<file path="config.mk">
export PLATFORM = sky130hd
export DESIGN_NAME = pes_header_generator_core
export DESIGN_NICKNAME = d
export VERILOG_FILES = /design/src/rtl/core/phg_pkg.sv /design/src/rtl/core/phg_front.sv /design/src/rtl/core/phg_queue.sv /design/src/rtl/core/phg_back.sv /design/src/rtl/core/pes_header_generator_core.sv
export SDC_FILE = /design/constraint.sdc
export NUM_CORES = 1
export LEC_CHECK = 0
export BUFFER_PORTS_ARGS = -buffer_cell sky130_fd_sc_hd__buf_4
export CAP_MARGIN = 20
export CORE_MARGIN = 2
export CORE_UTILIZATION = 40
export DETAILED_ROUTE_END_ITERATION = 6
export PLACE_DENSITY_LB_ADDON = 0.15
export REMOVE_ABC_BUFFERS = 1
export SYNTH_ARGS = -nofsm -noshare
export SYNTH_HDL_FRONTEND = slang
export SYNTH_SLANG_ARGS = --single-unit
</file>
<file path="constraint.sdc">
create_clock -name clk -period 5.73 [get_ports clk]
set_clock_uncertainty 0.05 [all_clocks]
set_input_delay 1.146 -clock clk [delete_from_list [all_inputs] [get_ports clk]]
set_output_delay 1.146 -clock clk [all_outputs]
set_load 0.03 [all_outputs]
</file>
<file path="src/rtl/core/phg_pkg.sv">
// Shared types and constants for the PES header generator.
// Holds the request and output byte structs and the header queue entry type.
// No dependencies.
package phg_pkg;

    // One header request as it arrives on the input channel.
    typedef struct packed {
        logic [23:0] body_len;
        logic [7:0]  stream_code;
        logic        pts_valid;
        logic [32:0] pts;
        logic [15:0] picture_code;
    } hdr_req_t;

    // One header byte as it leaves on the output channel.
    typedef struct packed {
        logic [7:0] out_byte;
        logic       last_byte;
    } hdr_byte_t;

    // Classified request passed from the front end to the byte sequencer.
    typedef struct packed {
        logic [7:0]  stream_code;
        logic [15:0] pkt_len;
        logic        pts_valid;
        logic [32:0] pts;
        logic        has_pic;
        logic [15:0] picture_code;
    } hdr_desc_t;

    // Byte position counter width, enough for a 19-byte header.
    localparam int unsigned IDX_W = 5;

    // Header layout.
    localparam logic [IDX_W-1:0] BASE_LAST_IDX = 5'd8;
    localparam logic [IDX_W-1:0] FIELD_BYTES   = 5'd5;
    localparam logic [IDX_W-1:0] PTS_FIRST_IDX = 5'd9;
    localparam logic [IDX_W-1:0] PIC_FIRST_IDX = 5'd14;

    // Fixed byte values.
    localparam logic [7:0] START_CODE_END = 8'h01;
    localparam logic [7:0] HDR_FLAGS1     = 8'h80;
    localparam logic [7:0] PTS_FLAGS2     = 8'h80;
    localparam logic [7:0] PTS_HDR_LEN    = 8'h05;
    localparam logic [3:0] PTS_PREFIX     = 4'b0010;

    // Length addends: base header data, and one optional field.
    localparam logic [4:0] LEN_BASE  = 5'd3;
    localparam logic [4:0] LEN_FIELD = 5'd5;

endpackage

</file>
<file path="src/rtl/core/phg_front.sv">
// Front end of the PES header generator: accepts requests and classifies them.
// Computes the packet length against the configured maximum and registers the
// result as a queue entry. Depends on phg_pkg.
module phg_front (
    input  logic               clk,
    input  logic               rst_n,
    input  logic [15:0]        max_len,
    input  logic               req_valid,
    output logic               req_ready,
    input  phg_pkg::hdr_req_t  req_data,
    output logic               push,
    input  logic               push_ready,
    output phg_pkg::hdr_desc_t push_data
);
    import phg_pkg::*;

    logic        vld_reg;
    logic        vld_next;
    hdr_desc_t   desc_reg;
    logic        has_pic;
    logic [4:0]  len_add;
    logic [24:0] len_sum;
    logic [15:0] pkt_len;
    logic        take;

    // The stage takes a new request when empty or when its entry moves on.
    assign req_ready = !vld_reg || push_ready;
    assign take      = req_valid && req_ready;
    assign push      = vld_reg;
    assign push_data = desc_reg;

    // Packet length: payload plus header bytes, zero when unbounded or too long.
    always_comb
    begin
        has_pic = (req_data.picture_code != 16'd0);
        len_add = LEN_BASE + (req_data.pts_valid ? LEN_FIELD : 5'd0)
                + (has_pic ? LEN_FIELD : 5'd0);
        len_sum = {1'b0, req_data.body_len} + {20'd0, len_add};
        if (req_data.body_len == 24'd0 || len_sum > {9'd0, max_len})
        begin
            pkt_len = 16'd0;
        end
        else
        begin
            pkt_len = len_sum[15:0];
        end
    end

    // Valid flag of the front register.
    always_comb
    begin
        if (take)
        begin
            vld_next = 1'b1;
        end
        else if (push_ready)
        begin
            vld_next = 1'b0;
        end
        else
        begin
            vld_next = vld_reg;
        end
    end

    always_ff @(posedge clk or negedge rst_n)
    begin
        if (!rst_n)
        begin
            vld_reg <= 1'b0;
        end
        else
        begin
            vld_reg <= vld_next;
        end
    end

    // Payload of the front register.
    always_ff @(posedge clk)
    begin
        if (take)
        begin
            desc_reg.stream_code  <= req_data.stream_code;
            desc_reg.pkt_len      <= pkt_len;
            desc_reg.pts_valid    <= req_data.pts_valid;
            desc_reg.pts          <= req_data.pts;
            desc_reg.has_pic      <= has_pic;
            desc_reg.picture_code <= req_data.picture_code;
        end
    end

    // A held entry is never overwritten before it moves on.
    a_no_overwrite: assert property (@(posedge clk) disable iff (!rst_n)
        (vld_reg && !push_ready) |=> (vld_reg && $stable(desc_reg)))
        else $error("front entry changed while stalled");

    // A zero payload always yields a zero length.
    a_zero_payload: assert property (@(posedge clk) disable iff (!rst_n)
        (take && req_data.body_len == 24'd0) |=> (desc_reg.pkt_len == 16'd0))
        else $error("zero payload gave nonzero length");

endmodule

</file>
<file path="src/rtl/core/phg_queue.sv">
// Short queue of classified header requests between front end and sequencer.
// Register array with read and write pointers and an entry count.
// Depends on phg_pkg.
module phg_queue #(
    parameter int unsigned DEPTH = 2
) (
    input  logic               clk,
    input  logic               rst_n,
    input  logic               push,
    output logic               push_ready,
    input  phg_pkg::hdr_desc_t push_data,
    output logic               head_valid,
    input  logic               pop,
    output phg_pkg::hdr_desc_t head_data
);
    import phg_pkg::*;

    localparam int unsigned PTR_W = $clog2(DEPTH);
    localparam int unsigned CNT_W = $clog2(DEPTH + 1);

    hdr_desc_t        mem_reg [DEPTH];
    logic [PTR_W-1:0] wr_ptr_reg;
    logic [PTR_W-1:0] wr_ptr_next;
    logic [PTR_W-1:0] rd_ptr_reg;
    logic [PTR_W-1:0] rd_ptr_next;
    logic [CNT_W-1:0] count_reg;
    logic [CNT_W-1:0] count_next;
    logic             do_push;
    logic             do_pop;

    assign push_ready = (count_reg != CNT_W'(DEPTH));
    assign head_valid = (count_reg != '0);
    assign head_data  = mem_reg[rd_ptr_reg];
    assign do_push    = push && push_ready;
    assign do_pop     = pop && head_valid;

    // Pointer and count updates with wrap at the queue depth.
    always_comb
    begin
        wr_ptr_next = wr_ptr_reg;
        rd_ptr_next = rd_ptr_reg;
        count_next  = count_reg;
        if (do_push)
        begin
            wr_ptr_next = (wr_ptr_reg == PTR_W'(DEPTH - 1)) ? '0 : wr_ptr_reg + PTR_W'(1);
        end
        if (do_pop)
        begin
            rd_ptr_next = (rd_ptr_reg == PTR_W'(DEPTH - 1)) ? '0 : rd_ptr_reg + PTR_W'(1);
        end
        if (do_push && !do_pop)
        begin
            count_next = count_reg + CNT_W'(1);
        end
        else if (do_pop && !do_push)
        begin
            count_next = count_reg - CNT_W'(1);
        end
    end

    always_ff @(posedge clk or negedge rst_n)
    begin
        if (!rst_n)
        begin
            wr_ptr_reg <= '0;
            rd_ptr_reg <= '0;
            count_reg  <= '0;
        end
        else
        begin
            wr_ptr_reg <= wr_ptr_next;
            rd_ptr_reg <= rd_ptr_next;
            count_reg  <= count_next;
        end
    end

    // Entry storage.
    always_ff @(posedge clk)
    begin
        if (do_push)
        begin
            mem_reg[wr_ptr_reg] <= push_data;
        end
    end

    // The count never exceeds the depth.
    a_count_bound: assert property (@(posedge clk) disable iff (!rst_n)
        count_reg <= CNT_W'(DEPTH))
        else $error("queue count above depth");

    // Pop is only requested when an entry is present.
    a_pop_nonempty: assert property (@(posedge clk) disable iff (!rst_n)
        pop |-> head_valid)
        else $error("pop from empty queue");

endmodule

</file>
<file path="src/rtl/core/phg_back.sv">
// Byte sequencer of the PES header generator: walks one queued header byte by
// byte into a registered output stage. Depends on phg_pkg.
module phg_back (
    input  logic               clk,
    input  logic               rst_n,
    input  logic               head_valid,
    input  phg_pkg::hdr_desc_t head_data,
    output logic               pop,
    output logic               res_valid,
    input  logic               res_ready,
    output phg_pkg::hdr_byte_t res_data
);
    import phg_pkg::*;

    logic [IDX_W-1:0] idx_reg;
    logic [IDX_W-1:0] idx_next;
    logic             out_vld_reg;
    logic             out_vld_next;
    hdr_byte_t        out_reg;
    logic [IDX_W-1:0] last_idx;
    logic [IDX_W-1:0] sub_idx;
    logic             in_pts;
    logic [7:0]       sel_byte;
    logic             is_last;
    logic             load;

    assign res_valid = out_vld_reg;
    assign res_data  = out_reg;
    assign load      = head_valid && (!out_vld_reg || res_ready);
    assign is_last   = (idx_reg == last_idx);
    assign pop       = load && is_last;

    // Last position: index 8, 13 or 18 (9, 14 or 19 bytes) depending on the optional fields.
    always_comb
    begin
        last_idx = BASE_LAST_IDX + (head_data.pts_valid ? FIELD_BYTES : '0)
                 + (head_data.has_pic ? FIELD_BYTES : '0);
    end

    // Select the byte at the current position.
    always_comb
    begin
        in_pts  = head_data.pts_valid && (idx_reg < PIC_FIRST_IDX);
        sub_idx = (idx_reg < PIC_FIRST_IDX) ? idx_reg - PTS_FIRST_IDX
                                            : idx_reg - PIC_FIRST_IDX;
        sel_byte = 8'h00;
        if (idx_reg < PTS_FIRST_IDX)
        begin
            // Fixed header part.
            case (idx_reg)
                5'd2:    sel_byte = START_CODE_END;
                5'd3:    sel_byte = head_data.stream_code;
                5'd4:    sel_byte = head_data.pkt_len[15:8];
                5'd5:    sel_byte = head_data.pkt_len[7:0];
                5'd6:    sel_byte = HDR_FLAGS1;
                5'd7:    sel_byte = head_data.pts_valid ? PTS_FLAGS2 : 8'h00;
                5'd8:    sel_byte = head_data.pts_valid ? PTS_HDR_LEN : 8'h00;
                default: sel_byte = 8'h00;
            endcase
        end
        else if (in_pts)
        begin
            // Timestamp field with prefix and marker bits.
            case (sub_idx)
                5'd0:    sel_byte = {PTS_PREFIX, head_data.pts[32:30], 1'b1};
                5'd1:    sel_byte = head_data.pts[29:22];
                5'd2:    sel_byte = {head_data.pts[21:15], 1'b1};
                5'd3:    sel_byte = head_data.pts[14:7];
                5'd4:    sel_byte = {head_data.pts[6:0], 1'b1};
                default: sel_byte = 8'h00;
            endcase
        end
        else
        begin
            // Picture start code, then the code low byte first.
            case (sub_idx)
                5'd2:    sel_byte = START_CODE_END;
                5'd3:    sel_byte = head_data.picture_code[7:0];
                5'd4:    sel_byte = head_data.picture_code[15:8];
                default: sel_byte = 8'h00;
            endcase
        end
    end

    // Position counter and output valid.
    always_comb
    begin
        idx_next     = idx_reg;
        out_vld_next = out_vld_reg;
        if (load)
        begin
            idx_next     = is_last ? '0 : idx_reg + IDX_W'(1);
            out_vld_next = 1'b1;
        end
        else if (res_ready)
        begin
            out_vld_next = 1'b0;
        end
    end

    always_ff @(posedge clk or negedge rst_n)
    begin
        if (!rst_n)
        begin
            idx_reg     <= '0;
            out_vld_reg <= 1'b0;
        end
        else
        begin
            idx_reg     <= idx_next;
            out_vld_reg <= out_vld_next;
        end
    end

    // Output byte register.
    always_ff @(posedge clk)
    begin
        if (load)
        begin
            out_reg.out_byte  <= sel_byte;
            out_reg.last_byte <= is_last;
        end
    end

    // The position never runs past the longest header.
    a_idx_bound: assert property (@(posedge clk) disable iff (!rst_n)
        idx_reg <= PIC_FIRST_IDX + FIELD_BYTES - IDX_W'(1))
        else $error("byte position out of range");

    // A loaded final byte restarts the position at zero.
    a_restart: assert property (@(posedge clk) disable iff (!rst_n)
        pop |=> (idx_reg == '0 && out_reg.last_byte))
        else $error("position not restarted after final byte");

endmodule

</file>
<file path="src/rtl/core/pes_header_generator_core.sv">
// PES header generator top level: one request in, a 9, 14 or 19 byte header out.
// An accepted request is registered in the front end, then queued; the byte
// sequencer loads its bytes into the output register, one byte per cycle while
// res_ready is high; the front end and queue take the next request meanwhile.
// Reset: rst_n clears all control state and sets max_len_reg to 65535.
module pes_header_generator_core #(
    parameter int unsigned QUEUE_DEPTH = 2
) (
    input  logic               clk,
    input  logic               rst_n,
    input  logic               cfg_we,
    input  logic [15:0]        cfg_data,
    input  logic               req_valid,
    output logic               req_ready,
    input  phg_pkg::hdr_req_t  req_data,
    output logic               res_valid,
    input  logic               res_ready,
    output phg_pkg::hdr_byte_t res_data
);
    import phg_pkg::*;

    logic [15:0] max_len_reg;
    logic        push;
    logic        push_ready;
    hdr_desc_t   push_data;
    logic        head_valid;
    logic        pop;
    hdr_desc_t   head_data;

    // Maximum packet length register.
    always_ff @(posedge clk or negedge rst_n)
    begin
        if (!rst_n)
        begin
            max_len_reg <= 16'hffff;
        end
        else if (cfg_we)
        begin
            max_len_reg <= cfg_data;
        end
    end

    // Request intake and length classification.
    phg_front u_front (
        .clk        (clk),
        .rst_n      (rst_n),
        .max_len    (max_len_reg),
        .req_valid  (req_valid),
        .req_ready  (req_ready),
        .req_data   (req_data),
        .push       (push),
        .push_ready (push_ready),
        .push_data  (push_data)
    );

    // Decoupling queue.
    phg_queue #(
        .DEPTH (QUEUE_DEPTH)
    ) u_queue (
        .clk        (clk),
        .rst_n      (rst_n),
        .push       (push),
        .push_ready (push_ready),
        .push_data  (push_data),
        .head_valid (head_valid),
        .pop        (pop),
        .head_data  (head_data)
    );

    // Byte sequencer and output register.
    phg_back u_back (
        .clk        (clk),
        .rst_n      (rst_n),
        .head_valid (head_valid),
        .head_data  (head_data),
        .pop        (pop),
        .res_valid  (res_valid),
        .res_ready  (res_ready),
        .res_data   (res_data)
    );

endmodule

</file>
==> results.md, run 1 <==
* Site Rows at 61
* Vias in the first global route at 6749
* # resized after CTS at 0
* Gr usage total at 0.1626
* Async SR Flop Fraction at 0.1034
* Synthesis-stage register bit count at 261
* Vias at 6758
* Unrepaired setup endpoints after global routing: no
* Max reg flops at 150
* CP endpoint kind: register
* Unique masters post-synth at 72
* Lkg Pwr at 4.793 nW
* First-pass GRT wire length at 37070 um
* Final ANT Viol Nets at 0
* R2R Setup Slk at 2.11 ns
* Layer with the highest usage: met2
* Vias per std cell at 5.313
* Worst setup path category: in2reg
* Mapped Area at 11300 um2
* WHS Path Cells at 0
* TritonCTS buffer count at 28
* PortBufs at 113
* Hold WC Path Type: reg2reg
* Grt met3 use at 0.02792
* Die height at 172.1 um
* FF-to-FF Start: u_back.idx_reg[0]
* Starting Density at 0.4068
* CP Max Fanout at 7
* # Post-CTS Setup Buffers at 0
* Largest net degree at the start of global routing at 76
* Initial antenna violation count at 0
* Layout overhead on the synthesized area at 19.81%
* Number of synthesized flops with an enable pin at 234
* CP Data Arrival Time at 5.59 ns
* Internal at 4.353 mW
* Congestion Overflow GR at 0
* Placement-stage worst setup slack at -0.3132 ns
* Clk Latency, worst-skew pair at 0.54 ns
* DRC at 0
* Top_reg_cell synth: edfxtp_1
* Max Cap Viol at 0
* Simple logic cell fraction of the synthesized area at 0.09631
* Detailed Route WL at 23900 um
* CP Launch Type: input pin
* Setup WS post-layout at 0.4512 ns
* Syn avg cell area at 15.27 um2
* Per-cell routed wire length at 18.79 um
* Clk root buf: clkbuf_16
* Switch share at 0.3339
* Hold path startpoint: u_front.push_data[37]
* Yosys warns at 0
* Hold buffers post-CTS at 0
* Mapped Cells at 740
* Final Max Slew Viols at 0
* Clock slew at reported path FFs at 0.06 ns
* Max clock buf depth at 3
* Worst r2r dst: u_back.res_data[6]
* WHS Endpoint: u_queue.mem_reg[0][37]
* Cells taking the most area after synthesis: edfxtp_1 (62%), dfstp_2 (3.7%), ha_1 (3.5%), mux2i_1 (3.1%), dfrtp_1 (2.4%)
* Worst Path Required at 6.04 ns
* Die ar. at 29620 um2
* Final Setup Violations at 0
* Clock sink total at 261
* HPWL Detailed at 16550 um
* Share of layout cells above drive strength 1 at 0.2707
* PwrDens at 482.6 nW/um2
* Synth Area in XOR/XNOR at 0.01782
* Core footprint at 27780 um2
* Mux contribution to synthesized area at 0.06211
* Gpl congestion at 0.9130
* Worst VDD drop at 0.1963 mV
* 1st-pass router iterations at 5
* Final hold vios at 0
* Area share of the largest cell type after synthesis at 0.6217
* Initial DRC count at 542
* Chip width at 172.1 um
* Final period utilization at 0.9213
* Cell depth of the worst flop-to-flop path at 8
* Clock Power Share at 0.252
* Sequential-to-total area share from yosys stat at 0.6833
* Logic pwr share at 0.294
* Reg power frac at 0.454
* Setup TNS at 0 ns
* Worst Max-Slew Pin Slew at 0.9413 ns
* Crit path time final at 5.279 ns
* Peak Freq at 0.1894 GHz
* Relative slew slack at 0.3725
* Status: finished clean
* H-tree levels at 1
* Met1 usage at 0.2313
* Met2 usage at 0.2586
* Switching Power at 2.182 mW
* Compound-Gate Fraction of Synth Area at 0.07805
* Diode count at 0
* Layout Nets at 1009
* Largest family of logic cells by synthesized area: simple AND/OR/NAND/NOR gates
* Cell taking the most area after synthesis: edfxtp_1
* Synth Area in Adders at 0.03720
* I/O Pins at 114
* CTS tree: built
cell usage in the layout (no fill, tap or decap), drive strengths merged, types with 4 or more instances in the layout:
cell type,count
xor2,7
a222oi,8
clkinv,13
o21ai,35
nand4,8
clkbuf,36
mux2i,36
nand2b,5
a211oi,4
dfrtp,11
nor4,43
xnor2,16
nand2,45
nand3,11
edfxtp,234
and3,9
o211ai,5
o31ai,5
mux4,8
nor2,16
dfstp,16
buf,135
a21oi,18
a21o,5
o22ai,5
nor4b,18
ha,32
a22oi,4
mux2,14
inv,33
nor3,8
area by class of cell:
type | instances | area (um2)
Clock buffer | 36 | 730.7
Clock inverter | 15 | 112.6
Fill cell | 2415 | 14240
Inverter | 32 | 120.1
Multi-Input combinational cell | 415 | 3334
Sequential cell | 261 | 7724
Tap cell | 378 | 473.0
Timing Repair Buffer | 135 | 1046
critical path, stage by stage:
cell and delay [ns]:
buf_4 0.12, nor4_2 0.28, and4_1 0.26, ha_1 0.23, inv_1 0.05, ha_1 0.15, inv_1 0.06, fa_1 0.38
nor2b_1 0.17, o21ai_0 0.12, a21oi_1 0.22, and4_1 0.23, xor2_1 0.22, ha_1 0.29, nand4_1 0.12, o21bai_1 0.09
a311o_1 0.38, a221oi_2 0.22, buf_4 0.17, o211ai_2 0.19, buf_4 0.23, nor4b_2 0.26
metrics by stage:
| stage | hold WS (ns) | area [um2] | power, mW | std cells | utilization |
|---|---|---|---|---|---|
| after global placement | 0.3778 | 12640 | 4.864 | 1219 | 0.4549 |
| after global routing | 0.4036 | 13540 | 6.899 | 1272 | 0.4874 |
| after CTS | 0.3916 | 13480 | 6.591 | 1270 | 0.4852 |
| final | 0.3936 | 13540 | 6.534 | 1272 | 0.4874 |
| after floorplan | 0.3715 | 11140 | 4.204 | 708 | - |
| after detailed placement | 0.3817 | 12640 | 4.925 | 1219 | 0.4549 |
per-layer routing:
| metal | share of wire | vias up |
|---|---|---|
| li1 | - | 3212 |
| met1 | 0.45 | 3279 |
| met2 | 0.46 | 236 |
| met3 | 0.071 | 31 |
| met4 | 0.016 | 0 |
| met5 | 0 | - |
Yosys cell counts, types with 10 or more instances:
master	instances
a21oi_1	17
buf_2	11
clkbuf_1	16
dfrtp_1	11
dfstp_2	16
edfxtp_1	234
ha_1	32
inv_1	32
mux2_2	14
mux2i_1	35
nand2_1	45
nand3_1	11
nor2_1	16
nor4_1	43
nor4b_1	10
o21ai_0	33
xnor2_1	16
worst max-delay path by stage:
stage / cells after the start / slack [ns] / end / start
finish: 22 / 0.45 / u_front.push_data[65] / req_data[10]
global route: 22 / 0.08 / u_front.push_data[65] / req_data[10]
CTS: 22 / 0.26 / u_front.push_data[65] / req_data[10]
detailed placement: 22 / -0.31 / u_front.push_data[65] / req_data[10]
global placement: 22 / 0.003 / u_front.push_data[65] / req_data[10]
floorplan: 19 / 0.30 / u_front.push_data[56] / req_data[2]
cells by family after synthesis:
family,Yosys count
DFF,261
and+or+nand+nor,181
AOI/OAI and AO/OA,120
buffers and inverters,64
muxes,58
adders and majority gates,33
xor gates and xnor gates,23
power groups by stage:
stage	registers, mW	clock network [mW]	logic, mW
after floorplan	3.04	0	1.16
after global placement	2.99	0	1.88
after detailed placement	3.01	0	1.91
after CTS	2.98	1.69	1.92
after global routing	3.02	1.77	2.11
final	2.97	1.65	1.92
Power figures use the tool's default switching activity.
==> run 2: changes to the inputs <==
BUFFER_PORTS_ARGS = -buffer_cell sky130_fd_sc_hd__buf_2   (was -buffer_cell sky130_fd_sc_hd__buf_4)
CAP_MARGIN = 40   (was 20)
==> run 2 against run 1 <==
Compared with the run above:
- die area unchanged
- critical path depth down 1
- worst setup slack better by 0.047 ns
- clock power about the same
- cell area down 2.1%
- non-clock buffer count up 4
==> results.md, run 2 (synthesized netlist as in run 1, its figures left out) <==
* Status: finished clean (unchanged)
* Setup WS post-layout at 0.4982 ns (was 0.4512 ns)
* Lkg Pwr at 4.686 nW (was 4.793 nW)
* Initial DRC count at 467 (was 542)
* Peak Freq at 0.1911 GHz (was 0.1894 GHz)
* Vias in the first global route at 6668 (was 6749)
* Max reg flops at 150 (unchanged)
* TritonCTS buffer count at 27 (was 28)
* Hold buffers post-CTS at 0 (unchanged)
* Clk Latency, worst-skew pair at 0.55 ns (was 0.54 ns)
* Cell depth of the worst flop-to-flop path at 8 (unchanged)
* PwrDens at 487.4 nW/um2 (was 482.6 nW/um2)
* Layout Nets at 1012 (was 1009)
* WHS Path Cells at 0 (unchanged)
* Multi-input gate area at 3332 um2 (was 3334 um2)
* Final ANT Viol Nets at 0 (unchanged)
* Most frequent cells in the layout: edfxtp_1 (234), buf_2 (113), nand2_1 (45), nor4_1 (43), mux2i_1 (35) (was edfxtp_1 (234), buf_4 (133), nand2_1 (45), nor4_1 (42), mux2i_1 (35))
* Max Cap Viol at 0 (unchanged)
* DRC at 0 (unchanged)
* CP Launch Type: input pin (unchanged)
* First-pass GRT wire length at 36760 um (was 37070 um)
* # Post-CTS Setup Buffers at 0 (unchanged)
* Placement-stage worst setup slack at -0.3669 ns (was -0.3132 ns)
* Hold slack at 0.3904 ns (was 0.3936 ns)
* Starting Density at 0.4068 (unchanged)
* Worst setup path category: in2reg (unchanged)
* PortBufs at 113 (unchanged)
* Core footprint at 27780 um2 (unchanged)
* Crit path time final at 5.232 ns (was 5.279 ns)
* Vias at 6708 (was 6758)
* Seq. cell area at 7724 um2 (unchanged)
* Site Rows at 61 (unchanged)
* Final hold vios at 0 (unchanged)
* Commonest non-fill, non-tap cell in the layout: edfxtp_1 (unchanged)
* Worst VDD drop at 0.2196 mV (was 0.1963 mV)
* Share of layout cells above drive strength 1 at 0.2737 (was 0.2707)
* Worst r2r dst: u_back.res_data[6] (unchanged)
* CTS tree: built (unchanged)
* CP endpoint kind: register (unchanged)
* Worst Path Required at 5.95 ns (was 6.04 ns)
* CP Max Fanout at 4 (was 7)
* Worst Max-Slew Pin Slew at 0.8936 ns (was 0.9413 ns)
* Clock slew at reported path FFs at 0.06 ns (about the same)
* HPWL Detailed at 16800 um (was 16550 um)
* Detailed Route WL at 23740 um (was 23900 um)
* Gpl congestion at 0.9032 (was 0.9130)
* Chip width at 172.1 um (unchanged)
* Power Total at 6.460 mW (was 6.534 mW)
* Final Setup Violations at 0 (unchanged)
* Final Max Slew Viols at 0 (unchanged)
* Largest net degree at the start of global routing at 53 (was 76)
* Max clock buf depth at 3 (unchanged)
* Layout overhead on the synthesized area at 17.26% (was 19.81%)
* WHS Endpoint: u_queue.mem_reg[0][35] (was u_queue.mem_reg[0][37])
* Die height at 172.1 um (unchanged)
* Clock sink total at 261 (unchanged)
* Die ar. at 29620 um2 (unchanged)
* Per-cell routed wire length at 18.64 um (was 18.79 um)
* Final period utilization at 0.9131 (was 0.9213)
* # resized after CTS at 0 (unchanged)
* R2R Setup Slk at 2.00 ns (was 2.11 ns)
* Initial antenna violation count at 0 (unchanged)
* Relative slew slack at 0.4042 (was 0.3725)
* Gr usage total at 0.1623 (was 0.1626)
* Setup TNS at 0 ns (unchanged)
* Unrepaired setup endpoints after global routing: no (unchanged)
* Congestion Overflow GR at 0 (unchanged)
* I/O Pins at 114 (unchanged)
* CP Data Arrival Time at 5.45 ns (was 5.59 ns)
* Hold path startpoint: u_front.push_data[35] (was u_front.push_data[37])
* 1st-pass router iterations at 7 (was 5)
* Vias per std cell at 5.265 (was 5.313)
* FILL cells at 2453 (was 2415)
* Clk root buf: clkbuf_16 (unchanged)
* Hold WC Path Type: reg2reg (unchanged)
* FF-to-FF Start: u_back.idx_reg[0] (unchanged)
* H-tree levels at 1 (unchanged)
[run 2: cell count changes in the layout (fill, tap and decap cells not counted), sizes merged]
cell | previous run | this run
diode | 0 | 1
buf | 135 | 139
clkinv | 13 | 8
clkinvlp | 0 | 3
clkbuf | 36 | 34
inv | 33 | 34
[run 2: metrics by stage]
step                  util  area [um2]  instances
floorplan                -       11140        708
global placement    0.4458       12380       1223
detailed placement  0.4472       12420       1225
CTS                 0.4766       13240       1273
global route        0.4769       13250       1273
finish              0.4770       13250       1274
[run 2: worst max path at each step]
stage	slack (ns)	to	cells past startpoint	startpoint
final	0.50	u_front.push_data[62]	21	req_data[10]
after global routing	0.07	u_front.push_data[65]	21	req_data[10]
after CTS	0.19	u_front.push_data[62]	21	req_data[10]
after detailed placement	-0.37	u_front.push_data[62]	21	req_data[10]
after global placement	-0.15	u_front.push_data[62]	21	req_data[10]
after floorplan	0.30	u_front.push_data[56]	19	req_data[2]
[run 2: report_power, final]
group	internal (mW)	total [mW]	switching (mW)	leakage, nW
clock	0.916	1.62	0.705	0.392
sequential	2.70	2.95	0.251	2.52
combinational	0.664	1.88	1.22	1.78
[run 2: worst max-delay path, cell delays in order]
cell	delay (ns)
buf_2	0.10
nor4_1	0.31
and4_1	0.27
ha_1	0.24
inv_1	0.06
ha_1	0.15
inv_1	0.05
fa_1	0.39
nor2b_1	0.15
o21ai_0	0.13
a21oi_2	0.24
and4_1	0.23
xor2_1	0.20
ha_1	0.28
nand4_1	0.13
o21bai_1	0.09
a311o_1	0.36
a221oi_2	0.25
buf_4	0.17
o21ai_0	0.08
nor4_1	0.42
[run 2: area by class of cell]
| cell class | instances | area share |
|---|---|---|
| Tap cell | 378 | 0.03569 |
| Multi-Input combinational cell | 415 | 0.2514 |
| Inverter | 32 | 0.009063 |
| Antenna cell | 1 | 0.0001888 |
| Clock inverter | 14 | 0.008591 |
| Sequential cell | 261 | 0.5828 |
| Clock buffer | 34 | 0.05296 |
| Timing Repair Buffer | 139 | 0.05929 |
[run 2: layer usage]
| metal | up-vias | wire [um] | part of all wire | global-route usage |
|---|---|---|---|---|
| met2 | 180 | 11010 | 0.46 | 0.2537 |
| met1 | 3280 | 10970 | 0.46 | 0.2349 |
| li1 | 3217 | - | - | - |
| met4 | 0 | 447 | 0.019 | 0.04531 |
| met3 | 31 | 1316 | 0.055 | 0.02770 |
| met5 | - | 0 | 0 | 0 |
==> run 3: changes to the inputs <==
SYNTH_HIERARCHICAL = 1   (was default)
==> run 3 against run 2 <==
Compared with the run above:
- total power rose by 7.1%
- combinational power up 19%
- global-route usage decreased by 0.85 points
- cell area increased by 4.5%
- critical path depth is 4 lower
- sequential cell count stayed put
- synthesized cell count is 3.9% higher
- hold slack better by 0.0021 ns
- die area up 6.4%
- non-clock buffer count fell by 15
- clock-buffer cell count rose by 1
- wire length is 2.6% higher
==> results.md, run 3 <==
* Status: finished clean (unchanged)
* Lkg Pwr at 5.109 nW (was 4.686 nW)
* Worst r2r dst: u_back/res_data[6] (was u_back.res_data[6])
* # resized after CTS at 0 (unchanged)
* Clk root buf: clkbuf_16 (unchanged)
* Post-placement cell count at 1251 (was 1225)
* Clk Latency, worst-skew pair at 0.56 ns (was 0.55 ns)
* FF-to-FF Start: u_back/idx_reg[1] (was u_back.idx_reg[0])
* Worst Path Required at 6.02 ns (was 5.95 ns)
* Seq. cell area at 7726 um2 (was 7724 um2)
* DRC at 0 (unchanged)
* Cell depth of the worst flop-to-flop path at 8 (unchanged)
* # Post-CTS Setup Buffers at 0 (unchanged)
* Unrepaired setup endpoints after global routing: no (unchanged)
* Die ar. at 31500 um2 (was 29620 um2)
* Number of synthesized flops with an enable pin at 234 (unchanged)
* PortBufs at 113 (unchanged)
* Worst Max-Slew Pin Slew at 0.7648 ns (was 0.8936 ns)
* Setup TNS at 0 ns (unchanged)
* Largest net degree at the start of global routing at 44 (was 53)
* Yosys warns at 6 (was 0)
* Final Max Slew Viols at 0 (unchanged)
* Commonest non-fill, non-tap cell in the layout: edfxtp_1 (unchanged)
* Gpl congestion at 0.8141 (was 0.9032)
* Core footprint at 29640 um2 (was 27780 um2)
* WHS Endpoint: u_queue/mem_reg[0][10] (was u_queue.mem_reg[0][35])
* Setup WS post-layout at 0.7592 ns (was 0.4982 ns)
* CP endpoint kind: register (unchanged)
* Synthesis-stage register bit count at 261 (unchanged)
* Layout Cells excl Fill at 1302 (was 1274)
* Placement-stage worst setup slack at 0.09415 ns (was -0.3669 ns)
* FILL cells at 2692 (was 2453)
* Vias per std cell at 5.183 (was 5.265)
* Max reg flops at 150 (unchanged)
* CP Max Fanout at 16 (was 4)
* Clock slew at reported path FFs at 0.06 ns (about the same)
* Multi-input gate area at 3966 um2 (was 3332 um2)
* Final Setup Violations at 0 (unchanged)
* Vias in the first global route at 6651 (was 6668)
* Initial DRC count at 383 (was 467)
* Most common cell in the netlist: edfxtp_1 (unchanged)
* Layout overhead on the synthesized area at 15.03% (was 17.26%)
* Share of layout cells above drive strength 1 at 0.3388 (was 0.2737)
* TritonCTS buffer count at 29 (was 27)
* Diode count at 0 (was 1)
* First-pass GRT wire length at 37450 um (was 36760 um)
* Worst setup path category: in2reg (unchanged)
* Crit path time final at 4.971 ns (was 5.232 ns)
* Worst path cell trace: buf_2 > nor4_1 > and4_1 > inv_1 > fa_1 > ha_1 > a21o_1 > a21oi_2 > nor2_1 > xor2_1 > ha_1 > a211oi_1 > o211ai_1 > o21ai_0 > nand4b_1 > a21o_4 > nor4b_1 (was buf_2 > nor4_1 > and4_1 > ha_1 > inv_1 > ha_1 > inv_1 > fa_1 > nor2b_1 > o21ai_0 > a21oi_2 > and4_1 > xor2_1 > ha_1 > nand4_1 > o21bai_1 > a311o_1 > a221oi_2 > buf_4 > o21ai_0 > nor4_1)
* Final design utilization at 0.4672 (was 0.4770)
* Hold WC Path Type: reg2reg (unchanged)
* I/O Pins at 114 (unchanged)
* Max stage delay on crit path at 0.44 ns (was 0.42 ns)
* Max Cap Viol at 0 (unchanged)
* CP Launch Type: input pin (unchanged)
* Relative slew slack at 0.4901 (was 0.4042)
* Max clock buf depth at 3 (unchanged)
* Most frequent cells after synthesis: edfxtp_1 (234), mux2_4 (54), mux2_2 (41) (was edfxtp_1 (234), nand2_1 (45), nor4_1 (43))
* HPWL Detailed at 16630 um (was 16800 um)
* Chip width at 177.5 um (was 172.1 um)
* Most used cell along the critical path: ha_1 (unchanged)
* Peak Freq at 0.2012 GHz (was 0.1911 GHz)
* Most frequent cells in the layout: edfxtp_1 (234), buf_2 (114), mux2_4 (54), mux2_2 (41), nand2_1 (35) (was edfxtp_1 (234), buf_2 (113), nand2_1 (45), nor4_1 (43), mux2i_1 (35))
* Worst VDD drop at 0.2456 mV (was 0.2196 mV)
* Per-cell routed wire length at 18.72 um (was 18.64 um)
* Async SR Flop Fraction at 0.1034 (unchanged)
* Hold slack at 0.3925 ns (was 0.3904 ns)
* 1st-pass router iterations at 5 (was 7)
* PwrDens at 499.8 nW/um2 (was 487.4 nW/um2)
* CTS tree: built (unchanged)
* Detailed Route WL at 24370 um (was 23740 um)
* Cells taking the most area after synthesis: edfxtp_1 (58%), mux2_4 (6.7%), mux2_2 (3.8%), dfstp_2 (3.5%), ha_1 (3.2%) (was edfxtp_1 (62%), dfstp_2 (3.7%), ha_1 (3.5%), mux2i_1 (3.1%), dfrtp_1 (2.4%))
* Site Rows at 63 (was 61)
* Hold path startpoint: u_front/push_data[10] (was u_front.push_data[35])
* Top_reg_cell synth: edfxtp_1 (unchanged)
* Initial antenna violation count at 0 (unchanged)
* Mapped Cells at 769 (was 740)
* Final period utilization at 0.8675 (was 0.9131)
* Mapped Area at 12040 um2 (was 11300 um2)
* Unique masters post-synth at 80 (was 72)
* Gr usage total at 0.1539 (was 0.1623)
* Die height at 177.5 um (was 172.1 um)
* Hold buffers post-CTS at 0 (unchanged)
* Vias at 6748 (was 6708)
* CP Data Arrival Time at 5.26 ns (was 5.45 ns)
* Layout Nets at 1028 (was 1012)
* H-tree levels at 1 (unchanged)
* Cell taking the most area after synthesis: edfxtp_1 (unchanged)
* Final hold vios at 0 (unchanged)
* Syn avg cell area at 15.66 um2 (was 15.27 um2)
* Area share of the largest cell type after synthesis at 0.5837 (was 0.6217)
* Sequential-to-total area share from yosys stat at 0.6414 (was 0.6833)
* R2R Setup Slk at 1.84 ns (was 2.00 ns)
* Final ANT Viol Nets at 0 (unchanged)
* Congestion Overflow GR at 0 (unchanged)
* Slowest stage cell, crit path: fa_1 (was nor4_1)
* WHS Path Cells at 0 (unchanged)
* Starting Density at 0.4062 (was 0.4068)
* Clock sink total at 261 (unchanged)
-- run 3: area by class of cell --
cell class	count	area share
sequential	261	0.5579
multi-input combinational	444	0.2864
clock buffer	35	0.05403
timing repair buffer	124	0.04752
tap	390	0.03524
clock inverter	16	0.01021
inverter	32	0.008674
-- run 3: kinds of logic (layout without fill, tap and decap cells) --
kind of cell / Yosys count / in the layout / share of synthesized area
and+or+nand+nor: 167 / 167 / 0.09063
DFF: 261 / 261 / 0.6414
xor gates and xnor gates: 24 / 24 / 0.01746
adders and majority gates: 33 / 33 / 0.03554
AOI/OAI and AO/OA: 116 / 116 / 0.07067
buffers and inverters: 64 / 207 / 0.03003
muxes: 104 / 104 / 0.1142
-- run 3: per-stage QoR --
stage / power (mW) / instance area (um2)
after floorplan: 4.593 / 11800
after global placement: 5.214 / 12930
after detailed placement: 5.240 / 12960
after CTS: 7.011 / 13850
after global routing: 7.297 / 13850
final: 6.921 / 13850
-- run 3: worst max-delay path by stage --
| stage | slack, ns | endpoint | cells after the start | startpoint |
|---|---|---|---|---|
| floorplan | 0.92 | u_front/push_data[53] | 16 | req_data[2] |
| global placement | 0.28 | u_front/push_data[58] | 17 | req_data[1] |
| detailed placement | 0.09 | u_front/push_data[58] | 17 | req_data[1] |
| CTS | 0.66 | u_front/push_data[58] | 17 | req_data[1] |
| global route | 0.38 | u_front/push_data[58] | 17 | req_data[1] |
| finish | 0.76 | u_front/push_data[58] | 17 | req_data[1] |
-- run 3: routing by layer --
layer,track usage,vias to the layer above,wire length [um]
li1,-,3242,-
met1,0.2165,3325,11400
met2,0.2487,145,11410
met3,0.02464,36,997
met4,0.03962,0,564
met5,0,-,0
-- run 3: where the power goes --
group / total (mW) / internal [mW] / switching [mW]
logic: 2.24 / 0.909 / 1.33
registers: 2.94 / 2.71 / 0.238
clock network: 1.73 / 1.02 / 0.719
-- run 3: critical path, delay by kind of cell --
kind / cells / cell delay [ns]
compound gates: 6 / 1.33
xor+xnor: 1 / 0.20
fa+ha+maj: 3 / 1.07
buf+inv: 2 / 0.18
simple gates: 5 / 1.34
